--- src/design/murmur2_string_hash_core_assert.svh ---
// assertion macros shared by the hash core modules
// expects clk and rst_n in the scope of use
`ifndef MURMUR2_STRING_HASH_CORE_ASSERT_SVH
`define MURMUR2_STRING_HASH_CORE_ASSERT_SVH

// same-cycle implication
`define M2SH_ASSERT_IMPL(name, ante, cons) \
    name: assert property (@(posedge clk) disable iff (!rst_n) (ante) |-> (cons)) \
        else $error("m2sh assertion failed");

// next-cycle implication
`define M2SH_ASSERT_NEXT(name, ante, cons) \
    name: assert property (@(posedge clk) disable iff (!rst_n) (ante) |=> (cons)) \
        else $error("m2sh assertion failed");

`endif

--- src/design/m2sh_pkg.sv ---
// types, constants and codes for the murmur2 string hash core
// no dependencies
package m2sh_pkg;

    localparam logic [31:0] MIX_M   = 32'h5db1e995;
    localparam int          MIX_R   = 24;
    localparam int          FIN_R1  = 13;
    localparam int          FIN_R2  = 15;

    localparam int          WORD_W  = 32;
    localparam int          COUNT_W = 3;

    localparam int          QUEUE_DEPTH = 2;
    localparam int          QUEUE_AW    = $clog2(QUEUE_DEPTH);
    localparam int          QUEUE_CW    = $clog2(QUEUE_DEPTH + 1);

    typedef enum logic [1:0] {
        OP_NONE,
        OP_TAIL,
        OP_FULL
    } op_t;

    typedef enum logic [2:0] {
        ST_IDLE,
        ST_K1,
        ST_K2,
        ST_H,
        ST_TAIL,
        ST_FIN1,
        ST_FIN2
    } state_t;

    typedef struct packed {
        op_t               op;
        logic [WORD_W-1:0] word;
        logic [WORD_W-1:0] start;
        logic              first;
        logic              last;
    } item_t;

endpackage

--- src/design/m2sh_in_if.sv ---
// input channel: one string word per beat
// depends on m2sh_pkg
interface m2sh_in_if;
    import m2sh_pkg::*;

    logic               valid;
    logic               ready;
    logic [WORD_W-1:0]  data_word;
    logic [COUNT_W-1:0] byte_count;
    logic [WORD_W-1:0]  total_length;
    logic               first_item;
    logic               last_item;

    modport source (
        output valid, data_word, byte_count, total_length, first_item, last_item,
        input  ready
    );

    modport sink (
        input  valid, data_word, byte_count, total_length, first_item, last_item,
        output ready
    );
endinterface

--- src/design/m2sh_out_if.sv ---
// output channel: one hash per beat
// depends on m2sh_pkg
interface m2sh_out_if;
    import m2sh_pkg::*;

    logic              valid;
    logic              ready;
    logic [WORD_W-1:0] hash_value;

    modport source (
        output valid, hash_value,
        input  ready
    );

    modport sink (
        input  valid, hash_value,
        output ready
    );
endinterface

--- src/design/m2sh_front.sv ---
// front end: seed register, beat acceptance and classification
// depends on m2sh_pkg and m2sh_in_if
module m2sh_front (
    input  logic                      clk,
    input  logic                      rst_n,
    input  logic                      cfg_wr_en,
    input  logic [m2sh_pkg::WORD_W-1:0] cfg_wr_data,
    m2sh_in_if.sink                   in_ch,
    input  logic                      q_full,
    output logic                      push,
    output m2sh_pkg::item_t           push_item
);
    import m2sh_pkg::*;

    logic [WORD_W-1:0] seed_reg;
    logic [WORD_W-1:0] seed_next;

    always_comb
    begin
        seed_next = cfg_wr_en ? cfg_wr_data : seed_reg;
    end

    always_ff @(posedge clk or negedge rst_n)
    begin
        if (!rst_n)
        begin
            seed_reg <= '0;
        end
        else
        begin
            seed_reg <= seed_next;
        end
    end

    assign in_ch.ready = !q_full;
    assign push        = in_ch.valid && !q_full;

    always_comb
    begin
        push_item.start = seed_reg ^ in_ch.total_length;
        push_item.first = in_ch.first_item;
        push_item.last  = in_ch.last_item;
        case (in_ch.byte_count) inside
            [3'd4:3'd7]:
            begin
                push_item.op   = OP_FULL;
                push_item.word = in_ch.data_word;
            end
            3'd3:
            begin
                push_item.op   = OP_TAIL;
                push_item.word = {8'h00, in_ch.data_word[23:0]};
            end
            3'd2:
            begin
                push_item.op   = OP_TAIL;
                push_item.word = {16'h0000, in_ch.data_word[15:0]};
            end
            3'd1:
            begin
                push_item.op   = OP_TAIL;
                push_item.word = {24'h000000, in_ch.data_word[7:0]};
            end
            default:
            begin
                push_item.op   = OP_NONE;
                push_item.word = '0;
            end
        endcase
    end
endmodule

--- src/design/m2sh_queue.sv ---
// two-entry queue between front and back ends
// depends on m2sh_pkg
`include "murmur2_string_hash_core_assert.svh"
module m2sh_queue (
    input  logic            clk,
    input  logic            rst_n,
    input  logic            push,
    input  m2sh_pkg::item_t push_item,
    output logic            full,
    output logic            pop_valid,
    input  logic            pop_ready,
    output m2sh_pkg::item_t pop_item
);
    import m2sh_pkg::*;

    item_t               mem [QUEUE_DEPTH];
    logic [QUEUE_AW-1:0] wr_ptr_reg;
    logic [QUEUE_AW-1:0] wr_ptr_next;
    logic [QUEUE_AW-1:0] rd_ptr_reg;
    logic [QUEUE_AW-1:0] rd_ptr_next;
    logic [QUEUE_CW-1:0] count_reg;
    logic [QUEUE_CW-1:0] count_next;
    logic                pop;

    assign full      = (count_reg == QUEUE_CW'(QUEUE_DEPTH));
    assign pop_valid = (count_reg != '0);
    assign pop       = pop_valid && pop_ready;
    assign pop_item  = mem[rd_ptr_reg];

    always_comb
    begin
        wr_ptr_next = wr_ptr_reg;
        rd_ptr_next = rd_ptr_reg;
        count_next  = count_reg;
        if (push)
        begin
            wr_ptr_next = (wr_ptr_reg == QUEUE_AW'(QUEUE_DEPTH - 1)) ? '0 : wr_ptr_reg + 1'b1;
        end
        if (pop)
        begin
            rd_ptr_next = (rd_ptr_reg == QUEUE_AW'(QUEUE_DEPTH - 1)) ? '0 : rd_ptr_reg + 1'b1;
        end
        if (push && !pop)
        begin
            count_next = count_reg + 1'b1;
        end
        else if (pop && !push)
        begin
            count_next = count_reg - 1'b1;
        end
    end

    always_ff @(posedge clk or negedge rst_n)
    begin
        if (!rst_n)
        begin
            wr_ptr_reg <= '0;
            rd_ptr_reg <= '0;
            count_reg  <= '0;
        end
        else
        begin
            wr_ptr_reg <= wr_ptr_next;
            rd_ptr_reg <= rd_ptr_next;
            count_reg  <= count_next;
        end
    end

    always_ff @(posedge clk)
    begin
        if (push)
        begin
            mem[wr_ptr_reg] <= push_item;
        end
    end

    `M2SH_ASSERT_IMPL(a_no_overflow, push, count_reg != QUEUE_CW'(QUEUE_DEPTH))
    `M2SH_ASSERT_IMPL(a_count_range, 1'b1, count_reg <= QUEUE_CW'(QUEUE_DEPTH))
    `M2SH_ASSERT_NEXT(a_push_pop_keeps_count, push && pop, $stable(count_reg))
endmodule

--- src/design/m2sh_back.sv ---
// back end: mixing sequencer around one shared multiplier, output register
// depends on m2sh_pkg and m2sh_out_if
`include "murmur2_string_hash_core_assert.svh"
module m2sh_back (
    input  logic            clk,
    input  logic            rst_n,
    input  logic            pop_valid,
    output logic            pop_ready,
    input  m2sh_pkg::item_t pop_item,
    m2sh_out_if.source      out_ch
);
    import m2sh_pkg::*;

    state_t            state_reg;
    state_t            state_next;
    logic [WORD_W-1:0] h_reg;
    logic [WORD_W-1:0] h_next;
    logic [WORD_W-1:0] w_reg;
    logic [WORD_W-1:0] w_next;
    logic [WORD_W-1:0] prod_reg;
    logic [WORD_W-1:0] prod_next;
    logic              last_reg;
    logic              last_next;
    logic              out_valid_reg;
    logic              out_valid_next;
    logic [WORD_W-1:0] out_data_reg;
    logic [WORD_W-1:0] out_data_next;
    logic [WORD_W-1:0] mul_a;
    logic [WORD_W-1:0] mul_lo;
    logic [WORD_W-1:0] h_in;
    logic              out_load;

    // low word of the product only
    assign mul_lo = mul_a * MIX_M;

    assign out_load = !out_valid_reg || out_ch.ready;
    assign h_in     = pop_item.first ? pop_item.start : h_reg;

    always_comb
    begin
        state_next     = state_reg;
        h_next         = h_reg;
        w_next         = w_reg;
        prod_next      = prod_reg;
        last_next      = last_reg;
        out_valid_next = out_valid_reg && !out_ch.ready;
        out_data_next  = out_data_reg;
        mul_a          = h_reg;
        pop_ready      = 1'b0;
        case (state_reg)
            ST_IDLE:
            begin
                pop_ready = 1'b1;
                if (pop_valid)
                begin
                    last_next = pop_item.last;
                    w_next    = pop_item.word;
                    case (pop_item.op)
                        OP_FULL:
                        begin
                            h_next     = h_in;
                            state_next = ST_K1;
                        end
                        OP_TAIL:
                        begin
                            h_next     = h_in ^ pop_item.word;
                            state_next = ST_TAIL;
                        end
                        default:
                        begin
                            h_next     = h_in;
                            state_next = pop_item.last ? ST_FIN1 : ST_IDLE;
                        end
                    endcase
                end
            end
            ST_K1:
            begin
                mul_a      = w_reg;
                prod_next  = mul_lo;
                state_next = ST_K2;
            end
            ST_K2:
            begin
                mul_a      = prod_reg ^ (prod_reg >> MIX_R);
                prod_next  = mul_lo;
                state_next = ST_H;
            end
            ST_H:
            begin
                mul_a      = h_reg;
                h_next     = mul_lo ^ prod_reg;
                state_next = last_reg ? ST_FIN1 : ST_IDLE;
            end
            ST_TAIL:
            begin
                mul_a      = h_reg;
                h_next     = mul_lo;
                state_next = last_reg ? ST_FIN1 : ST_IDLE;
            end
            ST_FIN1:
            begin
                mul_a      = h_reg ^ (h_reg >> FIN_R1);
                prod_next  = mul_lo;
                state_next = ST_FIN2;
            end
            ST_FIN2:
            begin
                if (out_load)
                begin
                    out_valid_next = 1'b1;
                    out_data_next  = prod_reg ^ (prod_reg >> FIN_R2);
                    h_next         = '0;
                    state_next     = ST_IDLE;
                end
            end
            default:
            begin
                state_next = ST_IDLE;
            end
        endcase
    end

    always_ff @(posedge clk or negedge rst_n)
    begin
        if (!rst_n)
        begin
            state_reg     <= ST_IDLE;
            h_reg         <= '0;
            out_valid_reg <= 1'b0;
        end
        else
        begin
            state_reg     <= state_next;
            h_reg         <= h_next;
            out_valid_reg <= out_valid_next;
        end
    end

    always_ff @(posedge clk)
    begin
        w_reg        <= w_next;
        prod_reg     <= prod_next;
        last_reg     <= last_next;
        out_data_reg <= out_data_next;
    end

    assign out_ch.valid      = out_valid_reg;
    assign out_ch.hash_value = out_data_reg;

    `M2SH_ASSERT_NEXT(a_fin_clears_hash, state_reg == ST_FIN2 && out_load, h_reg == '0)
    `M2SH_ASSERT_IMPL(a_h_after_k2, state_reg == ST_H, $past(state_reg) == ST_K2)
    `M2SH_ASSERT_IMPL(a_result_from_fin, $rose(out_valid_reg), $past(state_reg) == ST_FIN2)
endmodule

--- src/design/murmur2_string_hash_core.sv ---
// murmur2-style 32-bit string hash core with mixing constant 32'h5db1e995: a full word passes
// through K1, K2 and H, a tail word through TAIL, both using the one shared 32x32 multiplier;
// an empty word needs no multiply; the last word adds the finalize states FIN1 and FIN2
// a two-entry queue lets the front accept beats while the back is mixing
// reset clears the seed, the running hash and the output valid flag, and empties the queue
module murmur2_string_hash_core (
    input  logic                        clk,
    input  logic                        rst_n,
    input  logic                        cfg_wr_en,
    input  logic [m2sh_pkg::WORD_W-1:0] cfg_wr_data,
    m2sh_in_if.sink                     in_ch,
    m2sh_out_if.source                  out_ch
);
    import m2sh_pkg::*;

    logic  q_full;
    logic  push;
    item_t push_item;
    logic  pop_valid;
    logic  pop_ready;
    item_t pop_item;

    m2sh_front u_front (
        .clk         (clk),
        .rst_n       (rst_n),
        .cfg_wr_en   (cfg_wr_en),
        .cfg_wr_data (cfg_wr_data),
        .in_ch       (in_ch),
        .q_full      (q_full),
        .push        (push),
        .push_item   (push_item)
    );

    m2sh_queue u_queue (
        .clk       (clk),
        .rst_n     (rst_n),
        .push      (push),
        .push_item (push_item),
        .full      (q_full),
        .pop_valid (pop_valid),
        .pop_ready (pop_ready),
        .pop_item  (pop_item)
    );

    m2sh_back u_back (
        .clk       (clk),
        .rst_n     (rst_n),
        .pop_valid (pop_valid),
        .pop_ready (pop_ready),
        .pop_item  (pop_item),
        .out_ch    (out_ch)
    );
endmodule
--- src/flat_wrapper.sv ---
// flat-port wrapper written by rule: the top's interface ports become plain ports
module murmur2_string_hash_core_flat import m2sh_pkg::*;
  (clk, rst_n, cfg_wr_en, cfg_wr_data, in_ch_valid, in_ch_data_word, in_ch_byte_count, in_ch_total_length, in_ch_first_item, in_ch_last_item, in_ch_ready, out_ch_valid, out_ch_hash_value, out_ch_ready);
  m2sh_in_if in_ch_i ();
  m2sh_out_if out_ch_i ();
  input  logic clk;
  input  logic rst_n;
  input  logic cfg_wr_en;
  input  logic [m2sh_pkg::WORD_W-1:0] cfg_wr_data;
  input wire logic [$bits(in_ch_i.valid)-1:0] in_ch_valid;
  input wire logic [$bits(in_ch_i.data_word)-1:0] in_ch_data_word;
  input wire logic [$bits(in_ch_i.byte_count)-1:0] in_ch_byte_count;
  input wire logic [$bits(in_ch_i.total_length)-1:0] in_ch_total_length;
  input wire logic [$bits(in_ch_i.first_item)-1:0] in_ch_first_item;
  input wire logic [$bits(in_ch_i.last_item)-1:0] in_ch_last_item;
  output wire logic [$bits(in_ch_i.ready)-1:0] in_ch_ready;
  output wire logic [$bits(out_ch_i.valid)-1:0] out_ch_valid;
  output wire logic [$bits(out_ch_i.hash_value)-1:0] out_ch_hash_value;
  input wire logic [$bits(out_ch_i.ready)-1:0] out_ch_ready;
  assign in_ch_i.valid = in_ch_valid;
  assign in_ch_i.data_word = in_ch_data_word;
  assign in_ch_i.byte_count = in_ch_byte_count;
  assign in_ch_i.total_length = in_ch_total_length;
  assign in_ch_i.first_item = in_ch_first_item;
  assign in_ch_i.last_item = in_ch_last_item;
  assign in_ch_ready = in_ch_i.ready;
  assign out_ch_valid = out_ch_i.valid;
  assign out_ch_hash_value = out_ch_i.hash_value;
  assign out_ch_i.ready = out_ch_ready;
  murmur2_string_hash_core u_core (.clk(clk), .rst_n(rst_n), .cfg_wr_en(cfg_wr_en), .cfg_wr_data(cfg_wr_data), .in_ch(in_ch_i), .out_ch(out_ch_i));
endmodule
--- config.mk ---
export PLATFORM = sky130hd
export DESIGN_NAME = murmur2_string_hash_core_flat
export DESIGN_NICKNAME = d
export VERILOG_FILES = /design/src/design/m2sh_pkg.sv /design/src/design/m2sh_in_if.sv /design/src/design/m2sh_out_if.sv /design/src/design/m2sh_front.sv /design/src/design/m2sh_queue.sv /design/src/design/m2sh_back.sv /design/src/design/murmur2_string_hash_core.sv /design/src/flat_wrapper.sv
export VERILOG_INCLUDE_DIRS = /design/src /design/src/design
export SDC_FILE = /design/constraint.sdc
export NUM_CORES = 1
export LEC_CHECK = 0
export BUFFER_PORTS_ARGS = -buffer_cell sky130_fd_sc_hd__buf_2
export CORE_ASPECT_RATIO = 1.75
export CORE_MARGIN = 5
export CORE_UTILIZATION = 40
export DETAILED_ROUTE_END_ITERATION = 10
export GPL_TIMING_DRIVEN = 0
export PLACE_DENSITY_LB_ADDON = 0.08
export SKIP_CTS_REPAIR_TIMING = 1
export SLEW_MARGIN = 5
export SYNTH_ARGS = -nofsm -noshare
export SYNTH_HDL_FRONTEND = slang
export SYNTH_SLANG_ARGS = --single-unit
--- constraint.sdc ---
create_clock -name clk -period 20.9 [get_ports clk]
set_input_delay 3.135 -clock clk [delete_from_list [all_inputs] [get_ports clk]]
set_output_delay 3.135 -clock clk [all_outputs]
set_load 0.01 [all_outputs]
==> impl_metrics.tcl <==
set metrics [dict create \
    status "finished clean" \
    synthCells 2010 \
    ys_top_cells_by_area "edfxtp_1 31%, fa_1 16%, ha_1 12%" \
    largest_register_ffs 136 \
    drc 0 \
    port_buffers 138 \
    clockRootBuffer "clkbuf_16" \
    start_util_pct 40.5 \
    clock_latency_ns 0.56 \
    synth_area_sq_um 22800 \
    cap_viol_max_count 0 \
    fin_setup_tns_ns 0 \
    antenna_found_initial 0 \
    syn_to_final_growth_pct 11.8 \
    setup_viol 0 \
    clk_pin_slew_worst_paths_ns 0.07 \
    worst_pin_slew_ns 1.30 \
    rows 115 \
    finalHoldViolations 0 \
    cp_slowest_stage_delay_ns 0.89 \
    wl_mm 71.7 \
    place_congestion 0.937 \
    yosysSeqAreaShare_pct 38.6 \
    fmax_ghz 0.0919 \
    cp_max_fo 10 \
    ys_warn_count 0 \
    vias_per_cell 5.14 \
    cts_tree "built" \
    relSlewSlack_pct 13.1 \
    worstPathArrival_ns 11.32 \
    syn_avg_cell_area_sq_um 11.3 \
    async_reset_ff_share_pct 23.6 \
    timing.final.crit_period_ns 10.88 \
    syn-num-nets 2511 \
    largest_register "u_core.u_queue.mem" \
    rsz0062_at_grt "no" \
    first_pass_iters 5 \
    grt_pass1_wl_mm 107 \
    grt_pass1_vias 16700 \
    cp-start-kind "flop" \
    fin_crit_sh_pct 52.1 \
    fillCellCount 5302 \
    finalMaxSlewViolations 0 \
    cp.required_ns 21.34 \
    antennaDiodeCount 0 \
    clock-sinks 305 \
    wl_met1_mm 25.0 \
    seq_area_sq_um 8800 \
    synth.top_cells.by_count "354 x inv_1, 233 x edfxtp_1, 210 x ha_1" \
    drt-initial-drc-count 874 \
    hp-class "flop to flop" \
    dr_wl_met2_mm 40.2 \
    overflow 0 \
    crit_path_top_delay_cell "a21oi_1" \
    ys_types 67 \
    die_h_um 326 \
    ant_nets 0 \
    synth.most_common_cell "inv_1" \
    cts_buffer_depth 3 \
    multiInputGateArea_sq_um 12400 \
    crit_type "flop to flop" \
    finish.net_count 2685 \
    dp_hpwl_mm 59.8 \
    grtUsageTotal_pct 23.3 \
    synth_edf_count 233 \
    clock_skew_ns 0.0246 \
    ys_seq_elements 305 \
    io_pins 140 \
    core_area_sq_um 56300 \
    htreeDepth 1 \
    dieArea_sq_um 62000 \
    grt_max_degree 60 \
    cts_buffers 27 \
    synth_ff_type "edfxtp_1" \
    critPathCaptureType "flop" \
    synth_top_area_share_pct 30.7 \
    avgRoutedWirePerCell_um 24.2 \
    via_count 15200 \
    synth_area_leader_cell "edfxtp_1" \
    drive_gt1_share_pct 12.6 \
    wl_met3_mm 1.98 \
    die-width_um 190 \
    top_layer_used "met4" \
]
==> cell type report <==
| class | count | share of cell area [%] |
|---|---|---|
| multi-input combinational | 1291 | 48.8 |
| clock inverter | 16 | 0.550 |
| tap | 760 | 3.74 |
| inverter | 356 | 5.25 |
| buffer | 58 | 0.919 |
| sequential | 305 | 34.6 |
| timing repair buffer | 145 | 3.30 |
| clock buffer | 33 | 2.87 |
==> final timing paths <==
path                                             startpoint                           to  slack (ns)  depth (start not counted)
worst max-delay path             u_core.u_back.state_reg[2]      u_core.u_back.h_reg[31]       10.02                         29
worst min-delay path            u_core.u_front.seed_reg[18]  u_core.u_front.seed_reg[18]        0.52                          1
worst max register to register   u_core.u_back.state_reg[2]      u_core.u_back.h_reg[31]       10.02                         29
worst min register to register  u_core.u_front.seed_reg[18]  u_core.u_front.seed_reg[18]        0.52                          1
max in group asynchronous                             rst_n      u_core.u_back.h_reg[13]       17.74                          2
min in group asynchronous                             rst_n  u_core.u_queue.count_reg[0]        2.49                          1
==> cells in the final DEF (no fill, tap or decap), types with 4 or more instances in the layout <==
| master | Yosys | final |
|---|---|---|
| clkbuf_16 | 0 | 28 |
| a221o_1 | 9 | 9 |
| a2bb2oi_1 | 7 | 7 |
| nand2_1 | 137 | 137 |
| a31oi_1 | 17 | 17 |
| o21ai_0 | 104 | 104 |
| clkinv_1 | 0 | 4 |
| mux2i_1 | 39 | 39 |
| nand2b_1 | 7 | 7 |
| nor2_1 | 75 | 74 |
| a221oi_1 | 6 | 6 |
| and3_1 | 12 | 10 |
| o21a_1 | 8 | 8 |
| o21bai_1 | 5 | 5 |
| edfxtp_1 | 233 | 233 |
| a22oi_1 | 14 | 14 |
| nand3b_1 | 6 | 6 |
| a222oi_1 | 4 | 4 |
| xor2_1 | 76 | 76 |
| nor3_1 | 9 | 8 |
| buf_2 | 3 | 141 |
| clkinv_2 | 0 | 6 |
| clkinvlp_4 | 0 | 4 |
| a211oi_1 | 6 | 6 |
| buf_1 | 8 | 8 |
| o22ai_1 | 26 | 26 |
| a21o_1 | 16 | 16 |
| mux2_2 | 66 | 66 |
| ha_1 | 210 | 210 |
| inv_1 | 354 | 353 |
| clkbuf_1 | 44 | 47 |
| fa_1 | 185 | 185 |
| a21oi_1 | 61 | 61 |
| and2_1 | 14 | 14 |
| nor3b_1 | 4 | 4 |
| nand3_1 | 7 | 7 |
| xnor2_1 | 84 | 84 |
| nor2b_1 | 30 | 30 |
| dfrtp_1 | 72 | 72 |
| buf_4 | 3 | 4 |
==> per-layer routing <==
metal  GRT usage (%)  vias up
met1            24.4     7555
met5               0        -
met3            1.67      145
met4            11.8        0
met2            45.6      429
li1                -     7093
==> worst max-delay path, delay by kind of cell (launching register included) <==
family / cells / cell delay, ns
buf+inv: 8 / 1.95
flops: 1 / 0.45
fa+ha+maj: 9 / 3.96
simple gates: 2 / 0.69
xor+xnor: 1 / 0.18
mux: 1 / 0.25
compound gates: 8 / 3.24
==> cells by family after synthesis <==
logic type | count (synthesis) | synth area share (%)
buffers and inverters | 414 | 6.89
adder cells (fa/ha/maj) | 396 | 27.8
AO/OA/AOI/OAI | 314 | 8.77
AND/OR/NAND/NOR | 311 | 6.26
flip-flops | 305 | 38.6
XOR/XNOR | 165 | 6.63
multiplexers | 105 | 4.98
==> per-stage QoR <==
stage                     cell area, sq um  std cells  hold WS, ns  utilization (%)  setup slack (ns)
final                                25500       2964        0.524             45.2             10.02
after global routing                 25500       2964        0.549             45.2              9.82
after CTS                            25500       2964        0.531             45.2              9.98
after detailed placement             24600       2915        0.516             43.7             10.06
after global placement               24400       2908        0.475             43.4              8.34
after floorplan                      22800       2010        0.461                -             12.19
Power is not shown: default switching activity piles up to over one toggle a cycle in this logic, so the estimate is an artifact.
